==> src/sv/vca_pkg.sv <==
// Shared types and constants for the voice channel allocator.
package vca_pkg;

    localparam int KEY_W       = 16;
    localparam int FUNC_W      = 2;
    localparam int HANDLE_W    = 5;
    localparam int COUNT_W     = 6;
    localparam int CFG_W       = 6;
    localparam int S_TDATA_W   = 24;
    localparam int M_TDATA_W   = 16;

    localparam logic [CFG_W-1:0] CFG_RESET = 6'd32;
    localparam logic [CFG_W-1:0] POOL_MIN  = 6'd4;

    typedef enum logic [FUNC_W-1:0] {
        FUNC_ASSIGN  = 2'd0,
        FUNC_RELEASE = 2'd1,
        FUNC_LOOKUP  = 2'd2
    } t_func;

    typedef struct packed {
        logic pop;
        logic push;
    } t_fl_cmd;

    typedef struct packed {
        logic can_pop;
        logic free_left;
    } t_fl_status;

    typedef struct packed {
        logic bind_key;
        logic unbind;
    } t_cam_cmd;

endpackage

==> src/sv/voice_channel_allocator_core.sv <==
// Top level of the voice channel allocator: request register, control and result register.
//
//   Channel   Direction  Beat contents
//   s_axis    in         tuser: func; tdata: source_id, stop_flag
//   m_axis    out        tdata: ok, handle, was_playing, stop_request, active_count, free_left
//   cfg       in         wdata: handle_count
//
// A request beat is registered, resolved combinationally and lands in the result register,
// so one beat per cycle is sustained while the output is not stalled.
// The key search compares the key against every bound handle in parallel.
// Reset is synchronous; afterwards handle_count is 32, the pool holds that many handles (at most MAX_HANDLES)
// and no source is bound. A stalled result holds the request register; the input side keeps taking beats while
// the request register is empty or about to drain.
module voice_channel_allocator_core #(
    parameter int MAX_HANDLES = 32
) (
    input  logic                              i_clk,
    input  logic                              i_rst_n,
    input  logic                              i_s_axis_tvalid,
    output logic                              o_s_axis_tready,
    // [15:0] source_id, [16] stop_flag, [23:17] zero
    input  logic [vca_pkg::S_TDATA_W-1:0]     i_s_axis_tdata,
    // [1:0] func
    input  logic [vca_pkg::FUNC_W-1:0]        i_s_axis_tuser,
    output logic                              o_m_axis_tvalid,
    input  logic                              i_m_axis_tready,
    // [0] ok, [5:1] handle, [6] was_playing, [7] stop_request,
    // [13:8] active_count, [14] free_left, [15] zero
    output logic [vca_pkg::M_TDATA_W-1:0]     o_m_axis_tdata,
    input  logic                              i_cfg_we,
    input  logic [vca_pkg::CFG_W-1:0]         i_cfg_wdata
);

    localparam int IDX_W  = $clog2(MAX_HANDLES);
    localparam int CNT_W  = $clog2(MAX_HANDLES + 1);
    localparam int HEXT_W = IDX_W + vca_pkg::HANDLE_W;
    localparam int CEXT_W = CNT_W + vca_pkg::COUNT_W;

    logic [vca_pkg::CFG_W-1:0]      r_handle_count;
    logic                           r_in_valid;
    logic [vca_pkg::FUNC_W-1:0]     r_func;
    logic [vca_pkg::KEY_W-1:0]      r_key;
    logic                           r_stop;
    logic                           r_out_valid;
    logic [vca_pkg::M_TDATA_W-1:0]  r_out_data;
    logic [vca_pkg::M_TDATA_W-1:0]  n_out_data;
    logic [CNT_W-1:0]               r_bound_total;
    logic [CNT_W-1:0]               n_bound_total;

    logic                           process;
    logic                           hit;
    logic [IDX_W-1:0]               hit_idx;
    logic [IDX_W-1:0]               pop_handle;
    logic [IDX_W-1:0]               wr_idx;
    logic [IDX_W-1:0]               res_idx;
    vca_pkg::t_cam_cmd              cam_cmd;
    vca_pkg::t_fl_cmd               fl_cmd;
    vca_pkg::t_fl_status            fl_status;
    logic                           res_ok;
    logic                           res_was;
    logic                           res_stop;
    logic [HEXT_W-1:0]              handle_ext;
    logic [CEXT_W-1:0]              count_ext;

    assign process         = r_in_valid && (!r_out_valid || i_m_axis_tready);
    assign o_s_axis_tready = !r_in_valid || process;
    assign o_m_axis_tvalid = r_out_valid;
    assign o_m_axis_tdata  = r_out_data;

    vca_cam #(
        .MAX_HANDLES (MAX_HANDLES)
    ) u_cam (
        .i_clk     (i_clk),
        .i_rst_n   (i_rst_n),
        .i_key     (r_key),
        .i_cmd     (cam_cmd),
        .i_wr_idx  (wr_idx),
        .o_hit     (hit),
        .o_hit_idx (hit_idx)
    );

    vca_free_list #(
        .MAX_HANDLES (MAX_HANDLES)
    ) u_free_list (
        .i_clk          (i_clk),
        .i_rst_n        (i_rst_n),
        .i_handle_count (r_handle_count),
        .i_cmd          (fl_cmd),
        .i_push_handle  (hit_idx),
        .o_pop_handle   (pop_handle),
        .o_status       (fl_status)
    );

    always_comb begin
        cam_cmd       = '0;
        fl_cmd        = '0;
        res_ok        = 1'b0;
        res_was       = 1'b0;
        res_stop      = 1'b0;
        res_idx       = '0;
        wr_idx        = hit ? hit_idx : pop_handle;
        n_bound_total = r_bound_total;
        unique case (r_func)
            vca_pkg::FUNC_ASSIGN: begin
                if (hit) begin
                    res_ok  = 1'b1;
                    res_was = 1'b1;
                    res_idx = hit_idx;
                end else if (fl_status.can_pop) begin
                    cam_cmd.bind_key = process;
                    fl_cmd.pop       = process;
                    res_ok           = 1'b1;
                    res_idx          = pop_handle;
                    n_bound_total    = r_bound_total + 1'b1;
                end
            end
            vca_pkg::FUNC_RELEASE: begin
                if (hit) begin
                    cam_cmd.unbind = process;
                    fl_cmd.push    = process;
                    res_ok         = 1'b1;
                    res_stop       = r_stop;
                    res_idx        = hit_idx;
                    if (r_bound_total != '0) begin
                        n_bound_total = r_bound_total - 1'b1;
                    end
                end
            end
            vca_pkg::FUNC_LOOKUP: begin
                if (hit) begin
                    res_ok  = 1'b1;
                    res_idx = hit_idx;
                end
            end
            default: begin
            end
        endcase
        handle_ext = HEXT_W'(res_idx);
        count_ext  = CEXT_W'(n_bound_total);
        n_out_data = {1'b0, fl_status.free_left, count_ext[vca_pkg::COUNT_W-1:0],
                      res_stop, res_was, handle_ext[vca_pkg::HANDLE_W-1:0], res_ok};
    end

    always_ff @(posedge i_clk) begin
        if (!i_rst_n) begin
            r_handle_count <= vca_pkg::CFG_RESET;
            r_in_valid     <= 1'b0;
            r_out_valid    <= 1'b0;
            r_bound_total  <= '0;
        end else begin
            if (i_cfg_we) begin
                r_handle_count <= i_cfg_wdata;
            end
            if (o_s_axis_tready) begin
                r_in_valid <= i_s_axis_tvalid;
            end
            if (process) begin
                r_out_valid   <= 1'b1;
                r_bound_total <= n_bound_total;
            end else if (i_m_axis_tready) begin
                r_out_valid <= 1'b0;
            end
        end
    end

    always_ff @(posedge i_clk) begin
        if (o_s_axis_tready && i_s_axis_tvalid) begin
            r_func <= i_s_axis_tuser;
            r_key  <= i_s_axis_tdata[vca_pkg::KEY_W-1:0];
            r_stop <= i_s_axis_tdata[vca_pkg::KEY_W];
        end
        if (process) begin
            r_out_data <= n_out_data;
        end
    end

    a_handle_zero_on_fail: assert property (@(posedge i_clk) disable iff (!i_rst_n)
        (o_m_axis_tvalid && !o_m_axis_tdata[0]) |-> (o_m_axis_tdata[5:1] == '0))
        else $error("failed beat carries a nonzero handle");

    a_flags_need_ok: assert property (@(posedge i_clk) disable iff (!i_rst_n)
        (o_m_axis_tvalid && (o_m_axis_tdata[6] || o_m_axis_tdata[7])) |-> o_m_axis_tdata[0])
        else $error("was_playing or stop_request set without ok");

    a_total_bounded: assert property (@(posedge i_clk) disable iff (!i_rst_n)
        r_bound_total <= CNT_W'(MAX_HANDLES))
        else $error("bound total exceeds the handle pool");

    a_total_step: assert property (@(posedge i_clk) disable iff (!i_rst_n)
        !process |=> $stable(r_bound_total))
        else $error("bound total changed without a request");

endmodule

==> src/sv/vca_cam.sv <==
// Bound-key table with a parallel search for the lowest matching handle.
module vca_cam #(
    parameter int MAX_HANDLES = 32
) (
    input  logic                        i_clk,
    input  logic                        i_rst_n,
    input  logic [vca_pkg::KEY_W-1:0]   i_key,
    input  vca_pkg::t_cam_cmd           i_cmd,
    input  logic [$clog2(MAX_HANDLES)-1:0] i_wr_idx,
    output logic                        o_hit,
    output logic [$clog2(MAX_HANDLES)-1:0] o_hit_idx
);

    localparam int IDX_W = $clog2(MAX_HANDLES);

    logic [vca_pkg::KEY_W-1:0] r_key [MAX_HANDLES];
    logic [MAX_HANDLES-1:0]    r_valid;

    always_comb begin
        o_hit     = 1'b0;
        o_hit_idx = '0;
        for (int i = MAX_HANDLES - 1; i >= 0; i--) begin
            if (r_valid[i] && (r_key[i] == i_key)) begin
                o_hit     = 1'b1;
                o_hit_idx = IDX_W'(i);
            end
        end
    end

    always_ff @(posedge i_clk) begin
        if (i_cmd.bind_key) begin
            r_key[i_wr_idx] <= i_key;
        end
    end

    always_ff @(posedge i_clk) begin
        if (!i_rst_n) begin
            r_valid <= '0;
        end else if (i_cmd.bind_key) begin
            r_valid[i_wr_idx] <= 1'b1;
        end else if (i_cmd.unbind) begin
            r_valid[i_wr_idx] <= 1'b0;
        end
    end

endmodule

==> src/sv/vca_free_list.sv <==
// Free handle pool: a counter of never-used handles and a FIFO of returned ones.
module vca_free_list #(
    parameter int MAX_HANDLES = 32
) (
    input  logic                           i_clk,
    input  logic                           i_rst_n,
    input  logic [vca_pkg::CFG_W-1:0]      i_handle_count,
    input  vca_pkg::t_fl_cmd               i_cmd,
    input  logic [$clog2(MAX_HANDLES)-1:0] i_push_handle,
    output logic [$clog2(MAX_HANDLES)-1:0] o_pop_handle,
    output vca_pkg::t_fl_status            o_status
);

    localparam int IDX_W = $clog2(MAX_HANDLES);
    localparam int CNT_W = $clog2(MAX_HANDLES + 1);
    localparam int SZ_W  = (CNT_W > vca_pkg::CFG_W) ? CNT_W : vca_pkg::CFG_W;

    logic [IDX_W-1:0] r_mem [MAX_HANDLES];
    logic [IDX_W-1:0] r_head_data;
    logic [IDX_W-1:0] r_head;
    logic [IDX_W-1:0] n_head;
    logic [IDX_W-1:0] r_tail;
    logic [IDX_W-1:0] n_tail;
    logic [CNT_W-1:0] r_fill;
    logic [CNT_W-1:0] n_fill;
    logic [CNT_W-1:0] r_fresh;
    logic [CNT_W-1:0] n_fresh;
    logic [SZ_W-1:0]  cnt_ext;
    logic [SZ_W-1:0]  pool_size;
    logic             can_fresh;
    logic             pop_fresh;
    logic             pop_fifo;
    logic             push_ok;

    always_comb begin
        cnt_ext = SZ_W'(i_handle_count);
        priority if (cnt_ext < SZ_W'(vca_pkg::POOL_MIN)) begin
            pool_size = SZ_W'(vca_pkg::POOL_MIN);
        end else if (cnt_ext > SZ_W'(MAX_HANDLES)) begin
            pool_size = SZ_W'(MAX_HANDLES);
        end else begin
            pool_size = cnt_ext;
        end
    end

    assign can_fresh = SZ_W'(r_fresh) < pool_size;
    assign pop_fresh = i_cmd.pop && can_fresh;
    assign pop_fifo  = i_cmd.pop && !can_fresh && (r_fill != '0);
    assign push_ok   = i_cmd.push && (r_fill < CNT_W'(MAX_HANDLES));

    always_comb begin
        n_fresh = r_fresh;
        n_head  = r_head;
        n_tail  = r_tail;
        n_fill  = r_fill;
        if (pop_fresh) begin
            n_fresh = r_fresh + 1'b1;
        end
        if (pop_fifo) begin
            n_head = (r_head == IDX_W'(MAX_HANDLES - 1)) ? '0 : r_head + 1'b1;
            n_fill = r_fill - 1'b1;
        end
        if (push_ok) begin
            n_tail = (r_tail == IDX_W'(MAX_HANDLES - 1)) ? '0 : r_tail + 1'b1;
            n_fill = r_fill + 1'b1;
        end
    end

    assign o_pop_handle       = can_fresh ? r_fresh[IDX_W-1:0] : r_head_data;
    assign o_status.can_pop   = can_fresh || (r_fill != '0);
    assign o_status.free_left = (SZ_W'(n_fresh) < pool_size) || (n_fill != '0);

    always_ff @(posedge i_clk) begin
        if (!i_rst_n) begin
            r_head  <= '0;
            r_tail  <= '0;
            r_fill  <= '0;
            r_fresh <= '0;
        end else begin
            r_head  <= n_head;
            r_tail  <= n_tail;
            r_fill  <= n_fill;
            r_fresh <= n_fresh;
        end
    end

    // The head entry is prefetched; a push into an empty FIFO bypasses the array.
    always_ff @(posedge i_clk) begin
        if (push_ok) begin
            r_mem[r_tail] <= i_push_handle;
        end
        if (push_ok && (r_tail == n_head)) begin
            r_head_data <= i_push_handle;
        end else begin
            r_head_data <= r_mem[n_head];
        end
    end

endmodule
==> config.mk <==
export PLATFORM = sky130hd
export DESIGN_NAME = voice_channel_allocator_core
export DESIGN_NICKNAME = d
export VERILOG_FILES = /design/src/sv/vca_pkg.sv /design/src/sv/voice_channel_allocator_core.sv /design/src/sv/vca_cam.sv /design/src/sv/vca_free_list.sv
export SDC_FILE = /design/constraint.sdc
export NUM_CORES = 1
export LEC_CHECK = 0
export ABC_AREA = 1
export ABC_CLOCK_PERIOD_IN_PS = 6000
export BUFFER_PORTS_ARGS = -buffer_cell sky130_fd_sc_hd__buf_4
export CAP_MARGIN = 20
export CORE_AREA = 2 2 270 272
export DETAILED_ROUTE_END_ITERATION = 10
export DIE_AREA = 0 0 272 274
export SKIP_CTS_REPAIR_TIMING = 1
export SLEW_MARGIN = 15
export SYNTH_ARGS = -nofsm -noshare
export SYNTH_HDL_FRONTEND = slang
export SYNTH_SLANG_ARGS = --single-unit
export TNS_END_PERCENT = 5
==> constraint.sdc <==
create_clock -name i_clk -period 6 [get_ports i_clk]
set_input_delay 0.9 -clock i_clk [delete_from_list [all_inputs] [get_ports i_clk]]
set_output_delay 0.9 -clock i_clk [all_outputs]
set_load 0.03 [all_outputs]
==> impl_table.tex, run 1 <==
\begin{tabular}{lr}
\hline
Metric & Value \\
\hline
\multicolumn{2}{l}{\textbf{Setup path}} \\
\quad FF-to-FF setup slack & 0.49 ns \\
\quad Critical Path Start Type & flip-flop \\
\quad Startpoint-to-endpoint class of the critical path & reg -> reg \\
\quad Worst Path Required & 6.26 ns \\
\quad CP Max Fanout & 17 \\
\quad Depth of the worst register-to-register path & 20 \\
\quad Arrival time at the worst endpoint & 5.77 ns \\
\quad R2r startpoint & r\_key[6] \\
\quad Crit path capture type & flip-flop \\
\quad Reg2Reg Capture Point & u\_free\_list.r\_mem[13][1] \\
\multicolumn{2}{l}{\textbf{Global route}} \\
\quad Wire length of the first global-routing pass & 142500 um \\
\quad Total gr overflow & 0 \\
\quad Via count of the first global-routing pass & 23197 \\
\quad GRT Util Overall & 25.41\% \\
\quad Pin count of the biggest net entering global routing & 60 \\
\quad Initial antenna violation count & 0 \\
\multicolumn{2}{l}{\textbf{Clock tree}} \\
\quad Sinks on Clock Net & 779 \\
\quad Maximum level of the CTS H-tree & 3 \\
\quad Inserted Clock Buffers & 83 \\
\quad Clock tree from TritonCTS & done \\
\quad Clock Path Buffers & 3 \\
\quad Root cell of the clock tree & sky130\_fd\_sc\_hd\_\_clkbuf\_16 \\
\quad Clock Pin Slew Worst Setup and Hold Paths & 0.06 ns \\
\quad Later-pin clock latency in the skew report & 0.64 ns \\
\multicolumn{2}{l}{\textbf{Die}} \\
\quad Die extent in y & 274 um \\
\quad Width of the chip & 272 um \\
\quad IO Pins & 55 \\
\quad Die area & 74530 um2 \\
\quad Initial standard-cell utilization of the core & 48.18\% \\
\quad Core Box Area & 71970 um2 \\
\quad Placement Rows & 99 \\
\multicolumn{2}{l}{\textbf{STA}} \\
\quad Worst relative slew slack & 41.16\% \\
\quad Final period utilization & 91.81\% \\
\quad Final hold viol count & 0 \\
\quad Slack of the critical path & 0.4912 ns \\
\quad Setup TNS after final layout & 0 ns \\
\quad Setup-failing EPs final & 0 \\
\quad Tightest Pin Transition & 0.8826 ns \\
\quad Final-report max-slew violation count & 0 \\
\quad Highest clock rate & 181.5 MHz \\
\quad Final period demand of the worst path & 5.509 ns \\
\quad Setup repair after global routing missed its margin & no \\
\quad Worst clock skew on the final layout & 0.02853 ns \\
\multicolumn{2}{l}{\textbf{Hold path}} \\
\quad Depth of the worst hold-timing path & 1 \\
\quad Worst Hold Class & in -> reg \\
\quad Min-Delay Endpoint & r\_func[0] \\
\quad Worst hold start & i\_s\_axis\_tuser[0] \\
\multicolumn{2}{l}{\textbf{Routing}} \\
\quad Detailed-routing iteration count for the pre-antenna-repair pass & 7 \\
\quad Via count & 23926 \\
\quad DRT antenna net count & 0 \\
\quad Ratio of routed vias to standard cells & 5.771 \\
\quad DRC violation count after routing & 0 \\
\quad Routed WL per cell & 22.94 um \\
\quad Overall routed net length & 95120 um \\
\quad Initial DRC Count & 2206 \\
\multicolumn{2}{l}{\textbf{Outcome}} \\
\quad Result of the run & completed \\
\multicolumn{2}{l}{\textbf{Pwr}} \\
\quad Pleak & 14.70 nW \\
\quad Pwr dens & 300.3 nW/um2 \\
\quad Peak supply drop & 0.0002792 V \\
\multicolumn{2}{l}{\textbf{Synthesis}} \\
\quad Largest cells by area after synthesis & sky130\_fd\_sc\_hd\_\_edfxtp\_1 (61\%), sky130\_fd\_sc\_hd\_\_nand2\_1 (5.5\%), sky130\_fd\_sc\_hd\_\_dfxtp\_1 (4.2\%) \\
\quad Number of warning messages in the yosys log & 0 \\
\quad Flip-flop and latch count after synthesis & 779 \\
\quad Post-synthesis instance area & 34680 um2 \\
\quad Share of synthesized area occupied by flip-flops and latches & 65.35\% \\
\quad Post-Syn Nets & 3071 \\
\quad Avg Synthesized Cell Area & 11.53 um2 \\
\quad Most common flop cell mapped by yosys & sky130\_fd\_sc\_hd\_\_edfxtp\_1 \\
\quad Count of flip-flops with a built-in enable after synthesis & 706 \\
\quad Fraction of post-synthesis cell area in the top cell type by area & 61.14\% \\
\quad Ys async rst share & 0\% \\
\quad Library cell occupying the most area in the post-synthesis netlist & sky130\_fd\_sc\_hd\_\_edfxtp\_1 \\
\quad Post-synthesis instance total & 3008 \\
\quad Post-synth cell types & 77 \\
\multicolumn{2}{l}{\textbf{Job}} \\
\quad Max\_cap viols & 0 \\
\multicolumn{2}{l}{\textbf{Finish}} \\
\quad Layout overhead on the synthesized area & 12.75\% \\
\quad Proportion of layout cells with a drive suffix above 1 & 11.77\% \\
\quad Final net count & 3180 \\
\quad Final antenna diode count & 0 \\
\multicolumn{2}{l}{\textbf{Placed design}} \\
\quad Worst setup slack after placement & 0.4621 ns \\
\quad HPWL after detailed placement & 56540 um \\
\quad RePlAce Congestion & 0.8642 \\
\quad Total of buffers placed on input and output ports & 46 \\
\hline
\end{tabular}
[logic make-up after synthesis]
family | after synthesis | synth area share (%)
AOI/OAI and AO/OA | 587 | 10.65
xor gates and xnor gates | 165 | 4.189
adders and majority gates | 26 | 0.9381
buffers and inverters | 440 | 5.787
DFF | 779 | 65.35
other | 1 | 0.01081
and+or+nand+nor | 1010 | 13.08
[where the power goes]
group	switching [mW]	internal (mW)
Clock	2.11	3.02
Sequential	0.0225	5.92
Combinational	0.486	0.182
[layer usage]
| metal | routed length [um] | up-vias | track usage, % |
|---|---|---|---|
| met5 | 0 | - | 0 |
| met4 | 3035 | 0 | 8.864 |
| met3 | 6614 | 199 | 3.818 |
| met2 | 46160 | 943 | 43.41 |
| met1 | 39310 | 11849 | 33.15 |
| li1 | - | 10935 | - |
[placed cells by master, fill, tap and decap left out, types with 10 or more instances in the layout]
cell and n:
sky130_fd_sc_hd__a22oi_1 17, sky130_fd_sc_hd__ha_1 26, sky130_fd_sc_hd__xor2_1 123, sky130_fd_sc_hd__o21bai_1 17, sky130_fd_sc_hd__nand3_1 64, sky130_fd_sc_hd__edfxtp_1 706
sky130_fd_sc_hd__buf_4 158, sky130_fd_sc_hd__xnor2_1 41, sky130_fd_sc_hd__nand4_1 56, sky130_fd_sc_hd__o21ai_1 19, sky130_fd_sc_hd__a211oi_1 19, sky130_fd_sc_hd__o2111ai_1 21
sky130_fd_sc_hd__inv_1 255, sky130_fd_sc_hd__clkbuf_16 85, sky130_fd_sc_hd__nor3_1 15, sky130_fd_sc_hd__o22ai_1 73, sky130_fd_sc_hd__o211ai_1 13, sky130_fd_sc_hd__a21oi_1 136
sky130_fd_sc_hd__clkbuf_1 23, sky130_fd_sc_hd__or2_2 21, sky130_fd_sc_hd__o21ai_0 171, sky130_fd_sc_hd__inv_2 28, sky130_fd_sc_hd__nor2_1 228, sky130_fd_sc_hd__a221oi_1 23
sky130_fd_sc_hd__nand2_1 506, sky130_fd_sc_hd__dfxtp_1 72, sky130_fd_sc_hd__o221ai_1 15, sky130_fd_sc_hd__a32o_1 10, sky130_fd_sc_hd__clkinv_1 32, sky130_fd_sc_hd__nor4_1 54
sky130_fd_sc_hd__buf_12 10
[worst max-delay path by stage]
stage	start	depth (start not counted)	slack, ns	end
after floorplan	r_key[5]	20	1.06	u_cam.r_key[22][0]
after global placement	r_key[4]	19	0.46	u_free_list.r_mem[18][2]
after detailed placement	r_key[4]	19	0.46	u_free_list.r_mem[18][3]
after CTS	r_key[4]	19	0.41	u_free_list.r_mem[18][3]
after global routing	r_key[9]	17	0.20	u_free_list.r_mem[13][0]
final	r_key[6]	20	0.49	u_free_list.r_mem[13][1]
[flip-flops by register name, summed over array words and instances, names as in the netlist, named ones only]
signal and flops:
o_m_axis_tdata 15, o_m_axis_tvalid 1, r_bound_total 6, r_func 2, r_handle_count 6, r_in_valid 1, r_key 16, r_stop 1
u_cam.r_key 512, u_free_list.r_fill 6, u_free_list.r_fresh 6, u_free_list.r_head 5, u_free_list.r_mem 160, u_free_list.r_tail 5
[cell usage after synthesis, types with 5 or more instances]
master,count
sky130_fd_sc_hd__edfxtp_1,706
sky130_fd_sc_hd__nand2_1,506
sky130_fd_sc_hd__inv_1,255
sky130_fd_sc_hd__nor2_1,230
sky130_fd_sc_hd__o21ai_0,171
sky130_fd_sc_hd__a21oi_1,136
sky130_fd_sc_hd__xor2_1,123
sky130_fd_sc_hd__dfxtp_1,73
sky130_fd_sc_hd__o22ai_1,73
sky130_fd_sc_hd__nand3_1,64
sky130_fd_sc_hd__nand4_1,56
sky130_fd_sc_hd__nor4_1,54
sky130_fd_sc_hd__clkbuf_1,45
sky130_fd_sc_hd__buf_2,41
sky130_fd_sc_hd__xnor2_1,41
sky130_fd_sc_hd__buf_4,31
sky130_fd_sc_hd__ha_1,26
sky130_fd_sc_hd__inv_2,26
sky130_fd_sc_hd__a221oi_1,23
sky130_fd_sc_hd__buf_6,21
sky130_fd_sc_hd__o2111ai_1,21
sky130_fd_sc_hd__or2_2,21
sky130_fd_sc_hd__a211oi_1,19
sky130_fd_sc_hd__o21ai_1,19
sky130_fd_sc_hd__a22oi_1,17
sky130_fd_sc_hd__o21bai_1,17
sky130_fd_sc_hd__nor3_1,15
sky130_fd_sc_hd__o221ai_1,15
sky130_fd_sc_hd__clkinv_1,14
sky130_fd_sc_hd__o211ai_1,13
sky130_fd_sc_hd__a32o_1,10
sky130_fd_sc_hd__nand4_2,9
sky130_fd_sc_hd__a2111oi_0,8
sky130_fd_sc_hd__or2_0,7
sky130_fd_sc_hd__nor3b_1,6
sky130_fd_sc_hd__a22o_1,5
sky130_fd_sc_hd__and3_1,5
sky130_fd_sc_hd__nand2_2,5
sky130_fd_sc_hd__or2_1,5
[stage by stage]
| step | cells | total power, mW | utilization [%] | hold WS, ns | instance area, um2 |
|---|---|---|---|---|---|
| 2_1_floorplan | 3008 | 6.446 | - | 0.4363 | 34680 |
| 3_3_place_gp | 3988 | 6.709 | 50.54 | 0.4459 | 36370 |
| 3_5_place_dp | 3988 | 6.718 | 50.54 | 0.4548 | 36370 |
| 4_1_cts | 4143 | 11.81 | 54.30 | 0.4004 | 39080 |
| 5_1_grt | 4146 | 12.06 | 54.33 | 0.4079 | 39100 |
| 6_report | 4146 | 11.74 | 54.33 | 0.4291 | 39100 |
[area by class of cell]
| type | instances | area [um2] |
|---|---|---|
| sequential | 779 | 22660 |
| tap | 959 | 1200 |
| inverter | 296 | 1114 |
| clock inverter | 45 | 465.4 |
| fill | 6051 | 32870 |
| multi-input combinational | 1789 | 10030 |
| timing repair buffer | 168 | 1386 |
| clock buffer | 110 | 2241 |
[worst max-delay path: stages (launching register included)]
cell and delay, ns:
sky130_fd_sc_hd__edfxtp_1 0.44, sky130_fd_sc_hd__inv_2 0.34, sky130_fd_sc_hd__buf_4 0.39, sky130_fd_sc_hd__buf_4 0.31
sky130_fd_sc_hd__o21ai_0 0.11, sky130_fd_sc_hd__nor4_1 0.29, sky130_fd_sc_hd__nand4_1 0.33, sky130_fd_sc_hd__nand2_1 0.28
sky130_fd_sc_hd__nor2_1 0.08, sky130_fd_sc_hd__inv_2 0.07, sky130_fd_sc_hd__nor3_2 0.05, sky130_fd_sc_hd__nand2_2 0.12
sky130_fd_sc_hd__inv_2 0.06, sky130_fd_sc_hd__nand2_1 0.25, sky130_fd_sc_hd__buf_4 0.21, sky130_fd_sc_hd__nand2_1 0.12
sky130_fd_sc_hd__nor2_4 0.12, sky130_fd_sc_hd__inv_2 0.05, sky130_fd_sc_hd__nor2_2 0.41, sky130_fd_sc_hd__nand2_1 0.49
sky130_fd_sc_hd__nor2_1 0.57
Note: power is estimated with default switching activity, not from simulation.
==> inputs of run 2 (changes only) <==
--- a/config.mk
+++ b/config.mk
@@ -7,11 +7,12 @@
 export LEC_CHECK = 0
 export ABC_AREA = 1
 export ABC_CLOCK_PERIOD_IN_PS = 6000
-export BUFFER_PORTS_ARGS = -buffer_cell sky130_fd_sc_hd__buf_4
-export CAP_MARGIN = 20
+export BUFFER_PORTS_ARGS = -buffer_cell sky130_fd_sc_hd__buf_2
+export CAP_MARGIN = 5
 export CORE_AREA = 2 2 270 272
 export DETAILED_ROUTE_END_ITERATION = 10
 export DIE_AREA = 0 0 272 274
+export GPL_TIMING_DRIVEN = 0
 export SKIP_CTS_REPAIR_TIMING = 1
 export SLEW_MARGIN = 15
 export SYNTH_ARGS = -nofsm -noshare
==> impl_table.tex, run 2 (synthesis results as in run 1) <==
\begin{tabular}{lr}
\hline
Metric & Value \\
\hline
\multicolumn{2}{l}{\textbf{Outcome}} \\
\quad Result of the run & completed (unchanged) \\
\multicolumn{2}{l}{\textbf{Die}} \\
\quad Width of the chip & 272 um (unchanged) \\
\quad Initial standard-cell utilization of the core & 48.18\% (unchanged) \\
\quad Placement Rows & 99 (unchanged) \\
\quad IO Pins & 55 (unchanged) \\
\quad Die area & 74530 um2 (unchanged) \\
\quad Core Box Area & 71970 um2 (unchanged) \\
\quad Die extent in y & 274 um (unchanged) \\
\multicolumn{2}{l}{\textbf{Pwr}} \\
\quad Pleak & 14.75 nW (was 14.70 nW) \\
\quad Power Total & 11.92 mW (was 11.74 mW) \\
\quad Pwr dens & 296.8 nW/um2 (was 300.3 nW/um2) \\
\quad Peak supply drop & 0.0002405 V (was 0.0002792 V) \\
\multicolumn{2}{l}{\textbf{STA}} \\
\quad Setup-failing EPs final & 0 (unchanged) \\
\quad Final period utilization & 98.41\% (was 91.81\%) \\
\quad Worst clock skew on the final layout & 0.03830 ns (was 0.02853 ns) \\
\quad Highest clock rate & 169.4 MHz (was 181.5 MHz) \\
\quad Worst relative slew slack & 23.23\% (was 41.16\%) \\
\quad Final-report max-slew violation count & 0 (unchanged) \\
\quad Setup repair after global routing missed its margin & yes (was no) \\
\quad Setup TNS after final layout & 0 ns (unchanged) \\
\quad Slack of the critical path & 0.09515 ns (was 0.4912 ns) \\
\quad Final hold viol count & 0 (unchanged) \\
\quad Tightest Pin Transition & 1.150 ns (was 0.8826 ns) \\
\quad Final period demand of the worst path & 5.905 ns (was 5.509 ns) \\
\quad Tightest hold margin & 0.4471 ns (was 0.4291 ns) \\
\multicolumn{2}{l}{\textbf{Global route}} \\
\quad GRT Util Overall & 31.03\% (was 25.41\%) \\
\quad Via count of the first global-routing pass & 24117 (was 23197) \\
\quad Wire length of the first global-routing pass & 165400 um (was 142500 um) \\
\quad Pin count of the biggest net entering global routing & 35 (was 60) \\
\quad Initial antenna violation count & 3 (was 0) \\
\quad Total gr overflow & 0 (unchanged) \\
\multicolumn{2}{l}{\textbf{Setup path}} \\
\quad Crit path capture type & flip-flop (unchanged) \\
\quad Master of the slowest instance on the critical path & sky130\_fd\_sc\_hd\_\_edfxtp\_1 (was sky130\_fd\_sc\_hd\_\_nor2\_1) \\
\quad Startpoint-to-endpoint class of the critical path & reg -> reg (unchanged) \\
\quad Arrival time at the worst endpoint & 6.22 ns (was 5.77 ns) \\
\quad Cell family with the largest share of critical-path delay & simple AND/OR/NAND/NOR gates (unchanged) \\
\quad Worst Path Required & 6.32 ns (was 6.26 ns) \\
\quad Crit-path max cell delay & 0.47 ns (was 0.57 ns) \\
\quad Combined buffer and inverter count along the critical path & 10 (was 7) \\
\quad Critical Path Start Type & flip-flop (unchanged) \\
\quad CP Max Fanout & 11 (was 17) \\
\quad Cell with the most instances on the worst path & sky130\_fd\_sc\_hd\_\_nand2\_1 \\
\multicolumn{2}{l}{\textbf{Finish}} \\
\quad Layout overhead on the synthesized area & 15.87\% (was 12.75\%) \\
\quad Final cell count without fillers & 4234 (was 4146) \\
\quad Top register by number of flip-flops & u\_cam.r\_key (unchanged) \\
\quad Top library cells by usage in the layout, fill and taps aside & sky130\_fd\_sc\_hd\_\_edfxtp\_1 (706), sky130\_fd\_sc\_hd\_\_nand2\_1 (502), sky130\_fd\_sc\_hd\_\_inv\_1 (225) (was sky130\_fd\_sc\_hd\_\_edfxtp\_1 (706), sky130\_fd\_sc\_hd\_\_nand2\_1 (506), sky130\_fd\_sc\_hd\_\_inv\_1 (255)) \\
\quad Commonest non-fill, non-tap cell in the layout & sky130\_fd\_sc\_hd\_\_edfxtp\_1 (unchanged) \\
\quad Proportion of layout cells with a drive suffix above 1 & 15.03\% (was 11.77\%) \\
\quad Final cell utilization of the core & 55.83\% (was 54.33\%) \\
\quad Post-route cell area & 40180 um2 (was 39100 um2) \\
\quad Number of flip-flops under the largest register name & 512 (unchanged) \\
\quad Largest registers ranked by flip-flop count & u\_cam.r\_key x512, u\_free\_list.r\_mem x160, r\_key x16 (unchanged) \\
\quad Final net count & 3267 (was 3180) \\
\multicolumn{2}{l}{\textbf{Clock tree}} \\
\quad Root cell of the clock tree & sky130\_fd\_sc\_hd\_\_clkbuf\_16 (unchanged) \\
\quad Later-pin clock latency in the skew report & 0.65 ns (was 0.64 ns) \\
\quad Inserted Clock Buffers & 83 (unchanged) \\
\quad Sinks on Clock Net & 779 (unchanged) \\
\quad Clock tree from TritonCTS & done (unchanged) \\
\quad Clock Pin Slew Worst Setup and Hold Paths & 0.06 ns (about the same) \\
\quad Maximum level of the CTS H-tree & 3 (unchanged) \\
\quad Clock Path Buffers & 3 (unchanged) \\
\multicolumn{2}{l}{\textbf{Placed design}} \\
\quad Total of buffers placed on input and output ports & 46 (unchanged) \\
\quad HPWL after detailed placement & 77860 um (was 56540 um) \\
\quad Post-placement cell count & 4055 (was 3988) \\
\quad Total cell area at the placement stage & 36970 um2 (was 36370 um2) \\
\quad Worst setup slack after placement & -0.8272 ns (was 0.4621 ns) \\
\quad RePlAce Congestion & 0.9157 (was 0.8642) \\
\multicolumn{2}{l}{\textbf{Routing}} \\
\quad Ratio of routed vias to standard cells & 5.993 (was 5.771) \\
\quad Via count & 25373 (was 23926) \\
\quad Routed WL per cell & 27.43 um (was 22.94 um) \\
\quad DRT antenna net count & 0 (unchanged) \\
\quad DRC violation count after routing & 0 (unchanged) \\
\quad Detailed-routing iteration count for the pre-antenna-repair pass & 8 (was 7) \\
\quad Initial DRC Count & 3499 (was 2206) \\
\quad Overall routed net length & 116100 um (was 95120 um) \\
\multicolumn{2}{l}{\textbf{Job}} \\
\quad Max\_cap viols & 0 (unchanged) \\
\multicolumn{2}{l}{\textbf{Hold path}} \\
\quad Worst Hold Class & in -> reg (unchanged) \\
\hline
\end{tabular}
run 2: layout make-up:
class | count | area, um2
Clock buffer | 116 | 2344
Tap cell | 959 | 1200
Sequential cell | 779 | 22660
Buffer | 144 | 923.4
Fill cell | 6013 | 31790
Multi-Input combinational cell | 1789 | 10200
Inverter | 296 | 1226
Clock inverter | 38 | 379.1
Timing Repair Buffer | 111 | 1246
Antenna cell | 2 | 5.005
run 2: path summary, 6_finish.rpt:
kind                     startpoint            endpoint  slack (ns)  depth (start not counted)
setup / recovery           r_key[3]  o_m_axis_tdata[14]         0.1                         30
hold / removal    i_s_axis_tdata[1]            r_key[1]        0.45                          1
hold reg to reg           flip-flop           flip-flop        0.46                          2
setup reg to reg           r_key[3]  o_m_axis_tdata[14]         0.1                         30
run 2: where the power goes:
part | internal, mW | total (mW) | switching (mW)
clock network | 2.99 | 5.16 | 2.16
registers | 5.92 | 5.95 | 0.0228
logic | 0.235 | 0.823 | 0.588
run 2: routing by layer:
metal  share of wire (%)  GRT usage (%)  vias to the layer above  routed length, um
met5                   0              0                        -                  0
met4                 4.8          14.66                        0               5601
met3                 9.9          5.684                      320              11480
met2                  46          49.91                     1447              53970
met1                  39          40.97                    12455              45080
li1                    -              -                    11151                  -
